## src/rtl/core/kdr_pkg.sv

```systemverilog
`default_nettype none
package kdr_pkg;

  localparam int DATA_W = 32;
  localparam int PARAM_W = 16;
  localparam int ACT_W = 3;
  localparam int CFG_IDX_W = 3;

  localparam int KEY_COUNT_DEF = 32;
  localparam int TIMER_BITS_DEF = 16;

  // item actions
  localparam logic [ACT_W-1:0] ACT_TICK   = 3'd0;
  localparam logic [ACT_W-1:0] ACT_PRESS  = 3'd1;
  localparam logic [ACT_W-1:0] ACT_REPEAT = 3'd2;
  localparam logic [ACT_W-1:0] ACT_SHORT  = 3'd3;
  localparam logic [ACT_W-1:0] ACT_LONG   = 3'd4;
  localparam logic [ACT_W-1:0] ACT_CHORD  = 3'd5;

  // configuration register indexes
  localparam logic [CFG_IDX_W-1:0] REG_ENABLED     = 3'd0;
  localparam logic [CFG_IDX_W-1:0] REG_ACTIVE_HIGH = 3'd1;
  localparam logic [CFG_IDX_W-1:0] REG_REPEAT_KEYS = 3'd2;
  localparam logic [CFG_IDX_W-1:0] REG_FIRST_DELAY = 3'd3;
  localparam logic [CFG_IDX_W-1:0] REG_PERIOD      = 3'd4;

  localparam logic [PARAM_W-1:0] FIRST_DELAY_RST = 16'd50;
  localparam logic [PARAM_W-1:0] PERIOD_RST      = 16'd20;

  typedef struct packed {
    logic [DATA_W-1:0]  enabled_keys;
    logic [DATA_W-1:0]  active_high_keys;
    logic [DATA_W-1:0]  repeat_keys;
    logic [PARAM_W-1:0] repeat_first_delay;
    logic [PARAM_W-1:0] repeat_period;
  } kdr_cfg_t;

  typedef struct packed {
    logic [ACT_W-1:0]  action;
    logic [DATA_W-1:0] pin_levels;
    logic [DATA_W-1:0] query_mask;
  } kdr_item_t;

  typedef struct packed {
    logic [DATA_W-1:0] selected_keys;
    logic [DATA_W-1:0] pending_presses;
    logic [DATA_W-1:0] debounced_keys;
  } kdr_res_t;

endpackage
`default_nettype wire

```

## src/rtl/core/kdr_ifs.sv

```systemverilog
`default_nettype none
interface kdr_in_if import kdr_pkg::*; ();
  logic              valid;
  logic              ready;
  logic [ACT_W-1:0]  action;
  logic [DATA_W-1:0] pin_levels;
  logic [DATA_W-1:0] query_mask;

  modport source(output valid, output action, output pin_levels, output query_mask,
                 input ready);
  modport sink(input valid, input action, input pin_levels, input query_mask,
               output ready);
endinterface

interface kdr_out_if import kdr_pkg::*; ();
  logic              valid;
  logic              ready;
  logic [DATA_W-1:0] selected_keys;
  logic [DATA_W-1:0] pending_presses;
  logic [DATA_W-1:0] debounced_keys;

  modport source(output valid, output selected_keys, output pending_presses,
                 output debounced_keys, input ready);
  modport sink(input valid, input selected_keys, input pending_presses,
               input debounced_keys, output ready);
endinterface

interface kdr_cfg_if import kdr_pkg::*; ();
  logic                 valid;
  logic                 ready;
  logic [CFG_IDX_W-1:0] index;
  logic [DATA_W-1:0]    data;

  modport source(output valid, output index, output data, input ready);
  modport sink(input valid, input index, input data, output ready);
endinterface
`default_nettype wire

```

## src/rtl/core/kdr_cfg_regs.sv

```systemverilog
`default_nettype none
module kdr_cfg_regs import kdr_pkg::*; (
  input  wire logic  clk,
  input  wire logic  rst_n,
  kdr_cfg_if.sink    cfg_ch,
  output kdr_cfg_t   cfg
);

  kdr_cfg_t cfg_r;
  kdr_cfg_t cfg_nxt;

  assign cfg_ch.ready = 1'b1;
  assign cfg = cfg_r;

  always_comb begin
    cfg_nxt = cfg_r;
    if (cfg_ch.valid) begin
      case (cfg_ch.index)
        REG_ENABLED:     cfg_nxt.enabled_keys = cfg_ch.data;
        REG_ACTIVE_HIGH: cfg_nxt.active_high_keys = cfg_ch.data;
        REG_REPEAT_KEYS: cfg_nxt.repeat_keys = cfg_ch.data;
        REG_FIRST_DELAY: cfg_nxt.repeat_first_delay = cfg_ch.data[PARAM_W-1:0];
        REG_PERIOD:      cfg_nxt.repeat_period = cfg_ch.data[PARAM_W-1:0];
        default:         cfg_nxt = cfg_r;
      endcase
    end
  end

  always_ff @(posedge clk) begin
    if (!rst_n) begin
      cfg_r.enabled_keys       <= '0;
      cfg_r.active_high_keys   <= '0;
      cfg_r.repeat_keys        <= '0;
      cfg_r.repeat_first_delay <= FIRST_DELAY_RST;
      cfg_r.repeat_period      <= PERIOD_RST;
    end else begin
      cfg_r <= cfg_nxt;
    end
  end

endmodule
`default_nettype wire

```

## src/rtl/core/kdr_state.sv

```systemverilog
`default_nettype none
module kdr_state import kdr_pkg::*; #(
  parameter int KEY_COUNT  = KEY_COUNT_DEF,
  parameter int TIMER_BITS = TIMER_BITS_DEF
) (
  input  wire logic      clk,
  input  wire logic      rst_n,
  input  wire logic      upd,
  input  wire kdr_item_t item,
  input  wire kdr_cfg_t  cfg,
  output kdr_res_t       res
);

  // only the low 32 keys are visible through the fields
  localparam int KW = (KEY_COUNT >= DATA_W) ? DATA_W : KEY_COUNT;

  logic [KW-1:0] press_r, press_nxt;
  logic [KW-1:0] stable_r, stable_nxt;
  logic [KW-1:0] rep_r, rep_nxt;
  logic [KW-1:0] cnt_lo_r, cnt_lo_nxt;
  logic [KW-1:0] cnt_hi_r, cnt_hi_nxt;
  logic [TIMER_BITS-1:0] tmr_r, tmr_nxt;

  logic [KW-1:0] q;
  logic [KW-1:0] pins;
  logic [KW-1:0] rkeys;
  logic [KW-1:0] chg;
  logic [KW-1:0] toggle;
  logic [KW-1:0] sel;
  logic [KW-1:0] rsel;
  logic [TIMER_BITS-1:0] tmr_base;
  logic [TIMER_BITS-1:0] tmr_dec;

  assign q     = item.query_mask[KW-1:0];
  assign pins  = item.pin_levels[KW-1:0];
  assign rkeys = cfg.repeat_keys[KW-1:0];

  always_comb begin
    press_nxt  = press_r;
    stable_nxt = stable_r;
    rep_nxt    = rep_r;
    cnt_lo_nxt = cnt_lo_r;
    cnt_hi_nxt = cnt_hi_r;
    tmr_nxt    = tmr_r;
    sel        = '0;
    rsel       = '0;
    chg        = (stable_r ^ ~(pins ^ cfg.active_high_keys[KW-1:0]))
                 & cfg.enabled_keys[KW-1:0];
    toggle     = '0;
    tmr_base   = tmr_r;
    tmr_dec    = '0;

    case (item.action)
      ACT_TICK: begin
        // two-bit vertical counter, restarts wherever the sample matches
        cnt_lo_nxt = ~(cnt_lo_r & chg);
        cnt_hi_nxt = cnt_lo_nxt ^ (cnt_hi_r & chg);
        toggle     = chg & cnt_lo_nxt & cnt_hi_nxt;
        stable_nxt = stable_r ^ toggle;
        press_nxt  = press_r | (stable_nxt & toggle);
        tmr_base   = ((stable_nxt & rkeys) == '0) ?
                     TIMER_BITS'(cfg.repeat_first_delay) : tmr_r;
        tmr_dec    = tmr_base - 1'b1;
        if (tmr_dec == '0) begin
          tmr_nxt = TIMER_BITS'(cfg.repeat_period);
          rep_nxt = rep_r | (stable_nxt & rkeys);
        end else begin
          tmr_nxt = tmr_dec;
        end
      end
      ACT_PRESS: begin
        sel       = q & press_r;
        press_nxt = press_r ^ sel;
      end
      ACT_REPEAT: begin
        sel     = q & rep_r;
        rep_nxt = rep_r ^ sel;
      end
      ACT_SHORT: begin
        sel       = ~stable_r & q & press_r;
        press_nxt = press_r ^ sel;
      end
      ACT_LONG: begin
        rsel      = q & rep_r;
        rep_nxt   = rep_r ^ rsel;
        sel       = rsel & press_r;
        press_nxt = press_r ^ sel;
      end
      ACT_CHORD: begin
        // all queried keys must be pending; empty query selects nothing
        if ((press_r & q) == q) begin
          sel       = q;
          press_nxt = press_r ^ q;
        end
      end
      default: begin
        sel = '0;
      end
    endcase
  end

  assign res.selected_keys   = DATA_W'(sel);
  assign res.pending_presses = DATA_W'(press_nxt);
  assign res.debounced_keys  = DATA_W'(stable_nxt);

  always_ff @(posedge clk) begin
    if (!rst_n) begin
      press_r  <= '0;
      stable_r <= '0;
      rep_r    <= '0;
      cnt_lo_r <= '1;
      cnt_hi_r <= '1;
      tmr_r    <= '0;
    end else if (upd) begin
      press_r  <= press_nxt;
      stable_r <= stable_nxt;
      rep_r    <= rep_nxt;
      cnt_lo_r <= cnt_lo_nxt;
      cnt_hi_r <= cnt_hi_nxt;
      tmr_r    <= tmr_nxt;
    end
  end

  a_query_keeps_debounce: assert property (@(posedge clk) disable iff (!rst_n)
    upd && item.action != ACT_TICK |=> $stable(stable_r) && $stable(tmr_r)
      && $stable(cnt_lo_r) && $stable(cnt_hi_r))
    else $error("query item changed debounce state");

  a_query_sets_no_flag: assert property (@(posedge clk) disable iff (!rst_n)
    upd && item.action != ACT_TICK |=>
      (press_r & ~$past(press_r)) == '0 && (rep_r & ~$past(rep_r)) == '0)
    else $error("query item raised a flag");

  a_new_press_is_held: assert property (@(posedge clk) disable iff (!rst_n)
    upd && item.action == ACT_TICK |=> (press_r & ~$past(press_r) & ~stable_r) == '0)
    else $error("press flag latched for a released key");

  a_repeat_only_on_rkeys: assert property (@(posedge clk) disable iff (!rst_n)
    upd |=> (rep_r & ~$past(rep_r) & ~($past(rkeys) & stable_r)) == '0)
    else $error("repeat flag latched for a key not held or not repeat-enabled");

endmodule
`default_nettype wire

```

## src/rtl/core/key_debounce_repeat_unit.sv

```systemverilog
`default_nettype none
// Path from input accept to result valid: input register, then result register.
// One item per cycle unless the output stalls; each item's state update and result are combinational.
// Stalls: input ready drops only when both the input and result registers are full.
// Reset (rst_n low, synchronous): flags, debounced state and timer cleared, vertical
// counters all ones, registers to zero with repeat delay 50 and period 20.
module key_debounce_repeat_unit import kdr_pkg::*; #(
  parameter int KEY_COUNT  = KEY_COUNT_DEF,
  parameter int TIMER_BITS = TIMER_BITS_DEF
) (
  input wire logic   clk,
  input wire logic   rst_n,
  kdr_in_if.sink     in_ch,
  kdr_out_if.source  out_ch,
  kdr_cfg_if.sink    cfg_ch
);

  kdr_cfg_t  cfg;
  kdr_item_t in_item_r;
  kdr_res_t  out_res_r;
  kdr_res_t  res;
  logic      in_v_r;
  logic      out_v_r;
  logic      adv;

  kdr_cfg_regs u_cfg (
    .clk    (clk),
    .rst_n  (rst_n),
    .cfg_ch (cfg_ch),
    .cfg    (cfg)
  );

  kdr_state #(
    .KEY_COUNT  (KEY_COUNT),
    .TIMER_BITS (TIMER_BITS)
  ) u_state (
    .clk   (clk),
    .rst_n (rst_n),
    .upd   (adv),
    .item  (in_item_r),
    .cfg   (cfg),
    .res   (res)
  );

  // item moves from input register into result register
  assign adv         = in_v_r && (!out_v_r || out_ch.ready);
  assign in_ch.ready = !in_v_r || adv;

  always_ff @(posedge clk) begin
    if (!rst_n) begin
      in_v_r  <= 1'b0;
      out_v_r <= 1'b0;
    end else begin
      if (in_ch.ready) begin
        in_v_r <= in_ch.valid;
      end
      if (!out_v_r || out_ch.ready) begin
        out_v_r <= in_v_r;
      end
    end
  end

  always_ff @(posedge clk) begin
    if (in_ch.valid && in_ch.ready) begin
      in_item_r.action     <= in_ch.action;
      in_item_r.pin_levels <= in_ch.pin_levels;
      in_item_r.query_mask <= in_ch.query_mask;
    end
    if (adv) begin
      out_res_r <= res;
    end
  end

  assign out_ch.valid           = out_v_r;
  assign out_ch.selected_keys   = out_res_r.selected_keys;
  assign out_ch.pending_presses = out_res_r.pending_presses;
  assign out_ch.debounced_keys  = out_res_r.debounced_keys;

endmodule
`default_nettype wire

```

## src/flat_wrapper.sv

```systemverilog
// flat-port wrapper written by rule: the top's interface ports become plain ports
module key_debounce_repeat_unit_flat import kdr_pkg::*;
#(
  parameter int KEY_COUNT  = KEY_COUNT_DEF,
  parameter int TIMER_BITS = TIMER_BITS_DEF
)
  (clk, rst_n, in_ch_valid, in_ch_action, in_ch_pin_levels, in_ch_query_mask, in_ch_ready, out_ch_valid, out_ch_selected_keys, out_ch_pending_presses, out_ch_debounced_keys, out_ch_ready, cfg_ch_valid, cfg_ch_index, cfg_ch_data, cfg_ch_ready);
  kdr_in_if in_ch_i ();
  kdr_out_if out_ch_i ();
  kdr_cfg_if cfg_ch_i ();
  input wire logic clk;
  input wire logic rst_n;
  input wire logic [$bits(in_ch_i.valid)-1:0] in_ch_valid;
  input wire logic [$bits(in_ch_i.action)-1:0] in_ch_action;
  input wire logic [$bits(in_ch_i.pin_levels)-1:0] in_ch_pin_levels;
  input wire logic [$bits(in_ch_i.query_mask)-1:0] in_ch_query_mask;
  output wire logic [$bits(in_ch_i.ready)-1:0] in_ch_ready;
  output wire logic [$bits(out_ch_i.valid)-1:0] out_ch_valid;
  output wire logic [$bits(out_ch_i.selected_keys)-1:0] out_ch_selected_keys;
  output wire logic [$bits(out_ch_i.pending_presses)-1:0] out_ch_pending_presses;
  output wire logic [$bits(out_ch_i.debounced_keys)-1:0] out_ch_debounced_keys;
  input wire logic [$bits(out_ch_i.ready)-1:0] out_ch_ready;
  input wire logic [$bits(cfg_ch_i.valid)-1:0] cfg_ch_valid;
  input wire logic [$bits(cfg_ch_i.index)-1:0] cfg_ch_index;
  input wire logic [$bits(cfg_ch_i.data)-1:0] cfg_ch_data;
  output wire logic [$bits(cfg_ch_i.ready)-1:0] cfg_ch_ready;
  assign in_ch_i.valid = in_ch_valid;
  assign in_ch_i.action = in_ch_action;
  assign in_ch_i.pin_levels = in_ch_pin_levels;
  assign in_ch_i.query_mask = in_ch_query_mask;
  assign in_ch_ready = in_ch_i.ready;
  assign out_ch_valid = out_ch_i.valid;
  assign out_ch_selected_keys = out_ch_i.selected_keys;
  assign out_ch_pending_presses = out_ch_i.pending_presses;
  assign out_ch_debounced_keys = out_ch_i.debounced_keys;
  assign out_ch_i.ready = out_ch_ready;
  assign cfg_ch_i.valid = cfg_ch_valid;
  assign cfg_ch_i.index = cfg_ch_index;
  assign cfg_ch_i.data = cfg_ch_data;
  assign cfg_ch_ready = cfg_ch_i.ready;
  key_debounce_repeat_unit #(.KEY_COUNT(KEY_COUNT), .TIMER_BITS(TIMER_BITS)) u_core (.clk(clk), .rst_n(rst_n), .in_ch(in_ch_i), .out_ch(out_ch_i), .cfg_ch(cfg_ch_i));
endmodule
```

## config.mk

```make
export PLATFORM = sky130hd
export DESIGN_NAME = key_debounce_repeat_unit_flat
export DESIGN_NICKNAME = d
export VERILOG_FILES = /design/src/rtl/core/kdr_pkg.sv /design/src/rtl/core/kdr_ifs.sv /design/src/rtl/core/kdr_cfg_regs.sv /design/src/rtl/core/kdr_state.sv /design/src/rtl/core/key_debounce_repeat_unit.sv /design/src/flat_wrapper.sv
export SDC_FILE = /design/constraint.sdc
export NUM_CORES = 1
export LEC_CHECK = 0
export ABC_CLOCK_PERIOD_IN_PS = 7300
export BUFFER_PORTS_ARGS = -buffer_cell sky130_fd_sc_hd__buf_2
export CORE_ASPECT_RATIO = 1.5
export CORE_MARGIN = 2
export CORE_UTILIZATION = 45
export DETAILED_ROUTE_END_ITERATION = 8
export SYNTH_ARGS = -nofsm -noshare
export SYNTH_HDL_FRONTEND = slang
export SYNTH_HIERARCHICAL = 1
export SYNTH_SLANG_ARGS = --single-unit
export TNS_END_PERCENT = 100
```

## constraint.sdc

```tcl
create_clock -name clk -period 7.3 [get_ports clk]
set_clock_uncertainty 0.15 [all_clocks]
set_input_delay 0.73 -clock clk [delete_from_list [all_inputs] [get_ports clk]]
set_output_delay 0.73 -clock clk [all_outputs]
set_load 0.03 [all_outputs]
```

# --- After elaboration in Yosys (flattened, before gate mapping) ---
# Index checks and enable logic that the tools add are counted.
totals:
  register_bits: 469
  latch_bits: 0
  mem_bits_rw: 0
  rom_bits: 0
  in_bits: 107
  out_inout_bits: 99
  elab_cells: 85
  n_memories: 0
classes:
  add_sub_neg: 1
  n_mul: 0
  n_div: 0
  order_cmp: 0
  eq_ne: 11
  shift: 0
  n_mux: 9
  bitwise_logic: 26
  n_reduce_logical: 19
ops:
  columns: ["cell", "n"]
  rows:
  - ["$and 32x32->32", 12]
  - ["$pmux 32 s5", 2]
  - ["$xor 32x32->32", 9]
  - ["$mux 32", 4]
  - ["$not 32->32", 3]
  - ["$or 32x32->32", 2]
  - ["$pmux 32 s2", 1]
  - ["$eq 32x32->1", 1]
  - ["$logic_not 32->1", 1]
  - ["$mux 16", 2]
  - ["$logic_not 16->1", 1]
  - ["$sub 16x1->16 const B", 1]
  - ["$eq 3x2->1 const B", 4]
  - ["$reduce_and 2->1", 6]
  - ["$eq 3x3->1 const B", 3]
  - ["$eq 3x1->1 const B", 2]
  - ["$logic_not 3->1", 2]
  - ["$reduce_and 3->1", 1]
  - ["$logic_and 1x1->1", 2]
  - ["$logic_not 1->1", 2]
  - ["$logic_or 1x1->1", 2]
  - ["$ne 2x2->1 const B", 1]
  - ["$reduce_bool 2->1", 1]
  - ["$reduce_or 2->1", 1]

# --- Logic depth before layout (Yosys ltp) ---
depth:
  depth_word: 16
  ltp_mapped: 22

# --- Hierarchy ---
# Netlist, hierarchy kept.
by_module_without_submodules:
  columns: ["module", "instances", "cells_per_inst", "area_each_um2", "seq_area_each_um2"]
  rows:
  - ["kdr_state", 1, 1850, 13813.2, 3523.4]
  - ["key_debounce_repeat_unit", 1, 172, 4998.5, 4934.7]
  - ["kdr_cfg_regs", 1, 461, 4753.3, 2562.5]

# --- Worst setup path before layout ---
# No wires, ideal clock.
synth_path:
  kind: "input to register"
  start: "in out_ch_ready"
  end: "reg u_core.u_state.cnt_hi_r[10]"
  arrival_ns: 6.458
  slack_ns: 0.562
  cell_stages: 9
  n_path_buf: 3
  path_cell_list: "nor2b_4 nor2b_1 clkbuf_1 and2_0 clkbuf_1 clkbuf_1 nand2_1 o32ai_1 nand2_1"
synth_via:
  elab_chain_cells: 3
synth_rtl:
  columns: ["item", "line", "source"]
  rows:
  - ["from (decl)", "flat_wrapper.sv:22", "input wire logic [$bits(out_ch_i.ready)-1:0] out_ch_ready;"]
  - ["$logic_or 1x1->1", "key_debounce_repeat_unit.sv:46", "assign adv = in_v_r && (!out_v_r || out_ch.ready);"]
  - ["$logic_and 1x1->1", "key_debounce_repeat_unit.sv:46", null]
  - ["net u_core.adv", "key_debounce_repeat_unit.sv:24", "logic adv;"]
  - ["$reduce_and 2->1 (no source line)", null, null]
  - ["to (signal assigned)", "kdr_state.sv:119", "cnt_hi_r <= cnt_hi_nxt;"]
  - ["to (decl)", "kdr_state.sv:21", "logic [KW-1:0] cnt_hi_r, cnt_hi_nxt;"]
# The timed path passes the listed nets, and every way through them passes these cells.
# A chain may end at the register's enable or synchronous reset.

# --- Worst setup path in the final report ---
layout_path:
  start: "reg u_core/in_item_r[35] (netlist name)"
  end: "reg u_core.u_state.rep_r[15]"
layout_via:
  elab_chain_cells: 16
  elab_cells_between_ends: 18
layout_rtl:
  columns: ["item", "line", "source"]
  rows:
  - ["from (decl)", "key_debounce_repeat_unit.sv:19", "kdr_item_t in_item_r;"]
  - ["$xor 32x32->32 *", "kdr_state.sv:47", "chg = (stable_r ^ ~(pins ^ cfg.active_high_keys[KW-1:0]))"]
  - ["$not 32->32 *", "kdr_state.sv:47", null]
  - ["$xor 32x32->32 *", "kdr_state.sv:47", null]
  - ["$and 32x32->32 *", "kdr_state.sv:48", "& cfg.enabled_keys[KW-1:0];"]
  - ["$and 32x32->32", "kdr_state.sv:56", "cnt_lo_nxt = ~(cnt_lo_r & chg);"]
  - ["$not 32->32", "kdr_state.sv:56", null]
  - ["$and 32x32->32 / $xor 32x32->32 (equally long branches)", "kdr_state.sv:58, kdr_state.sv:57", null]
  - ["$and 32x32->32 *", "kdr_state.sv:58", "toggle = chg & cnt_lo_nxt & cnt_hi_nxt;"]
  - ["$xor 32x32->32 *", "kdr_state.sv:59", "stable_nxt = stable_r ^ toggle;"]
  - ["$and 32x32->32 *", "kdr_state.sv:61", "tmr_base = ((stable_nxt & rkeys) == '0) ?"]
  - ["$logic_not 32->1 *", "kdr_state.sv:61", null]
  - ["$mux 16 *", "kdr_state.sv:61", null]
  - ["$sub 16x1->16 *", "kdr_state.sv:63", "tmr_dec = tmr_base - 1'b1;"]
  - ["$logic_not 16->1 *", "kdr_state.sv:64", "if (tmr_dec == '0) begin"]
  - ["$ne 2x2->1 (no source line) *", null, null]
  - ["$reduce_and 3->1 (no source line) *", null, null]
  - ["to (signal assigned)", "kdr_state.sv:117", "rep_r <= rep_nxt;"]
  - ["to (decl)", "kdr_state.sv:19", "logic [KW-1:0] rep_r, rep_nxt;"]
# Every way passes the cells marked *; elsewhere a longest branch is shown, timed or not.

==> flow_summary.toml <==
[cells_and_area]
nNetsFinal = 2815
post_layout_nonfiller_instances = 3326
area.growth.synth_to_final_pct = 13.3
final_layout_size_suffix_gt1_share_pct = 12.9
final.fill_count = 4760
diodes = 0

[synth]
ys_async_sr_fraction_pct = 0
synthesis.area_mm2 = 0.0236
yosysWarnings = 6
leading_cell_types_by_total_area_after_synthesis = "sky130_fd_sc_hd__dfxtp_1 26%, sky130_fd_sc_hd__edfxtp_1 21%, sky130_fd_sc_hd__nand2_1 6.6%, sky130_fd_sc_hd__mux2i_1 5.9%, sky130_fd_sc_hd__ha_1 5.2%"
ys_seq_elements = 469
synth_sequential_area_ratio_pct = 46.8
yosys.cell_types.count = 62
yosys.cell_count.top_type = "sky130_fd_sc_hd__nand2_1"
synthesis.nets = 2688
cell_type_with_the_highest_aggregate_area_in_the_netlist = "sky130_fd_sc_hd__dfxtp_1"
synth.top_cells.by_count = "417 x sky130_fd_sc_hd__nand2_1, 306 x sky130_fd_sc_hd__dfxtp_1, 163 x sky130_fd_sc_hd__edfxtp_1"
synthesis.instances = 2483
synth_flop_cell = "sky130_fd_sc_hd__dfxtp_1"
post_synth.cell_area_avg_um2 = 9.49
count_of_flip_flops_with_a_built_in_enable_after_synthesis = 163
yosysTopAreaCellShare_pct = 26.0

[clock_network]
cts_resized = 0
cts_buffer_depth = 3
worstSkewPairLatency_ns = 0.61
cts-hold-fix-buffers = 0
post_cts_buffers = 0
path_clk_slew_ns = 0.06
cts_tree = "done"
cts_htree_levels = 2
total_cts_buffers = 48
clkSinkCount = 469
clock-root-buffer = "sky130_fd_sc_hd__clkbuf_16"

[sta]
grt_setup_unrepaired = "no"
worst_slew_pin_slew_ns = 1.26
maxClockFrequency_ghz = 0.158
slew_headroom_pct = 16.0
setup_violations = 0
finalWorstPathRequiredPeriod_ns = 6.31
hold_viol_final = 0
setup_tns_ns = 0
slew_violations = 0
fin_hold_ws_ns = 0.149
period_utilisation_layout_pct = 86.5

[placed_design]
dp.final_hpwl_um = 50700
io_buffer_count = 204
dpl.cell_count = 3236
gp_congestion = 0.868

[outcome]
status = "finished clean"

[route]
remaining_drc_errors = 0
detail_route.first_pass.iterations = 8
route.antenna.remaining_nets = 0
detail_route.iter0.violations = 1822
wl_um = 73300
post_drt_wl_per_cell_um = 22.0
num_vias = 19450
detail_route.vias_per_cell = 5.85

[floorplanning]
dieWidth_um = 191
rows = 102
die_h_um = 284
effective_utilization_at_floorplan_pct = 45.6
design.die.area_mm2 = 0.0543
top_level_ports = 206
core_area_mm2 = 0.0517

[power]
power.share.sequential_pct = 48.8
power.share.combinational_pct = 7.7
p_int_w = 0.00433
p_sw_w = 0.00146
clock_power_share_pct = 43.6
power.ir.vdd_worst_uv = 202
switching_share_pct = 25.2
totalPowerFinal_w = 0.00579
power.density_cell_area_mw_per_mm2 = 217
p_leak_nw = 10.5

[setup_path]
r2r_start = "u_core/in_item_r[35]$_DFFE_PP_"
worst_setup_path_end_kind = "flop"
worst_setup_path_startpoint = "u_core/in_item_r[35]$_DFFE_PP_"
critPathMaxFanout = 32
worstSetupStartpointType = "flop"
worstPathRequired_ns = 7.64
critPathArrivalTime_ns = 6.66
critical_path_class = "flop to flop"

[global_route]
grt_pass1_vias = 18704
grt_first_pass_wirelength_um = 112000
overflow = 0
grt_antenna_before_repair = 0
grt_start_max_net_pins = 102
track_usage_pct = 26.8

[hold_path]
min-delay-path-class = "input pin to flop"
min_from = "in_ch_query_mask[2]"

[flow_run]
max_cap_viol_count = 0
## critical path, stage by stage, from the launching register on
cell and delay [ns]:
sky130_fd_sc_hd__edfxtp_1 0.39, sky130_fd_sc_hd__xnor2_1 0.22, sky130_fd_sc_hd__xnor2_1 0.17, sky130_fd_sc_hd__nand2_1 0.12
sky130_fd_sc_hd__nor3_1 0.20, sky130_fd_sc_hd__ha_1 0.22, sky130_fd_sc_hd__nand2b_1 0.31, sky130_fd_sc_hd__nand4_1 0.15
sky130_fd_sc_hd__nor4_1 0.68, sky130_fd_sc_hd__and2_1 0.33, sky130_fd_sc_hd__mux2i_1 0.32, sky130_fd_sc_hd__ha_1 0.37
sky130_fd_sc_hd__nor3b_1 0.40, sky130_fd_sc_hd__nand3b_1 0.23, sky130_fd_sc_hd__nor3_1 0.26, sky130_fd_sc_hd__xnor2_1 0.15
sky130_fd_sc_hd__mux2i_1 0.19, sky130_fd_sc_hd__o41ai_4 0.48, sky130_fd_sc_hd__buf_4 0.43, sky130_fd_sc_hd__a21oi_1 0.13
sky130_fd_sc_hd__a311oi_1 0.26
## cells by family after synthesis
| logic type | share of synthesized area [%] |
|---|---|
| and+or+nand+nor | 16.7 |
| AOI/OAI and AO/OA | 16.9 |
| DFF | 46.8 |
| buffers and inverters | 3.97 |
| muxes | 6.14 |
| xor gates and xnor gates | 4.27 |
| adders and majority gates | 5.20 |
| other | 0.0159 |
## through the flow
stage	utilization [%]	setup WS (ns)	cell area (µm²)
2_1_floorplan	-	0.562	23600
3_3_place_gp	48.5	1.24	25100
3_5_place_dp	48.5	1.14	25100
4_1_cts	51.6	1.06	26700
5_1_grt	51.6	0.510	26700
6_report	51.6	0.985	26700
## worst paths after layout
kind         cells past startpoint                                    end  slack [ns]
max                             20  u_core/u_state/rep_r[15]$_SDFFE_PN0P_        0.99
min                              1          u_core/in_item_r[2]$_DFFE_PP_        0.15
max reg2reg                     20  u_core/u_state/rep_r[15]$_SDFFE_PN0P_        0.99
min reg2reg                      2      u_core/u_cfg/cfg[58]$_SDFFE_PN0P_        0.31
## placed cells by master (no fill, tap or decap), drive strengths merged, types with 76 or more instances in the layout
master and instances:
buf 234, dfxtp 306, xnor2 104, o21ai 148, mux2i 139, nor2 149
ha 98, nand2 417, a21oi 96, edfxtp 163, nor3 76
## sequential cells by signal, indices dropped and copies added, names as in the netlist
register and flops:
u_core/u_state/cnt_lo_r 32, u_core/u_state/cnt_hi_r 32, u_core/out_ch.selected_keys 32, u_core/in_item_r 67, u_core/out_ch.debounced_keys 32, u_core/u_state/stable_r 32
u_core/u_cfg/cfg 128, u_core/out_ch.valid 1, u_core/u_state/press_r 32, u_core/in_v_r 1, u_core/u_state/rep_r 32, u_core/u_state/tmr_r 16
u_core/out_ch.pending_presses 32
## metal layers
layer | global-route usage (%) | share of wire [%] | up-vias
met1 | 36.6 | 44 | 9457
met2 | 44.1 | 47 | 718
met4 | 8.66 | 3.1 | 0
li1 | - | - | 9158
met3 | 2.89 | 5.7 | 117
met5 | 0 | 0 | -
## layout make-up
class,count,area [µm²],area share (%)
multi-input combinational,1786,11700,43.8
clock inverter,26,278,1.04
timing repair buffer,234,1260,4.71
clock buffer,64,1320,4.95
sequential,469,11000,41.3
tap,676,846,3.17
inverter,71,267,0.999
## power groups by stage
stage                     combinational [W]  clock (W)  sequential (W)
after floorplan                    0.000242          0         0.00291
after global placement             0.000439          0         0.00288
after detailed placement           0.000444          0         0.00288
after CTS                          0.000446    0.00258         0.00282
after global routing               0.000479    0.00268         0.00283
final                              0.000444    0.00252         0.00283
No activity file was read; power rests on OpenSTA's default activity.
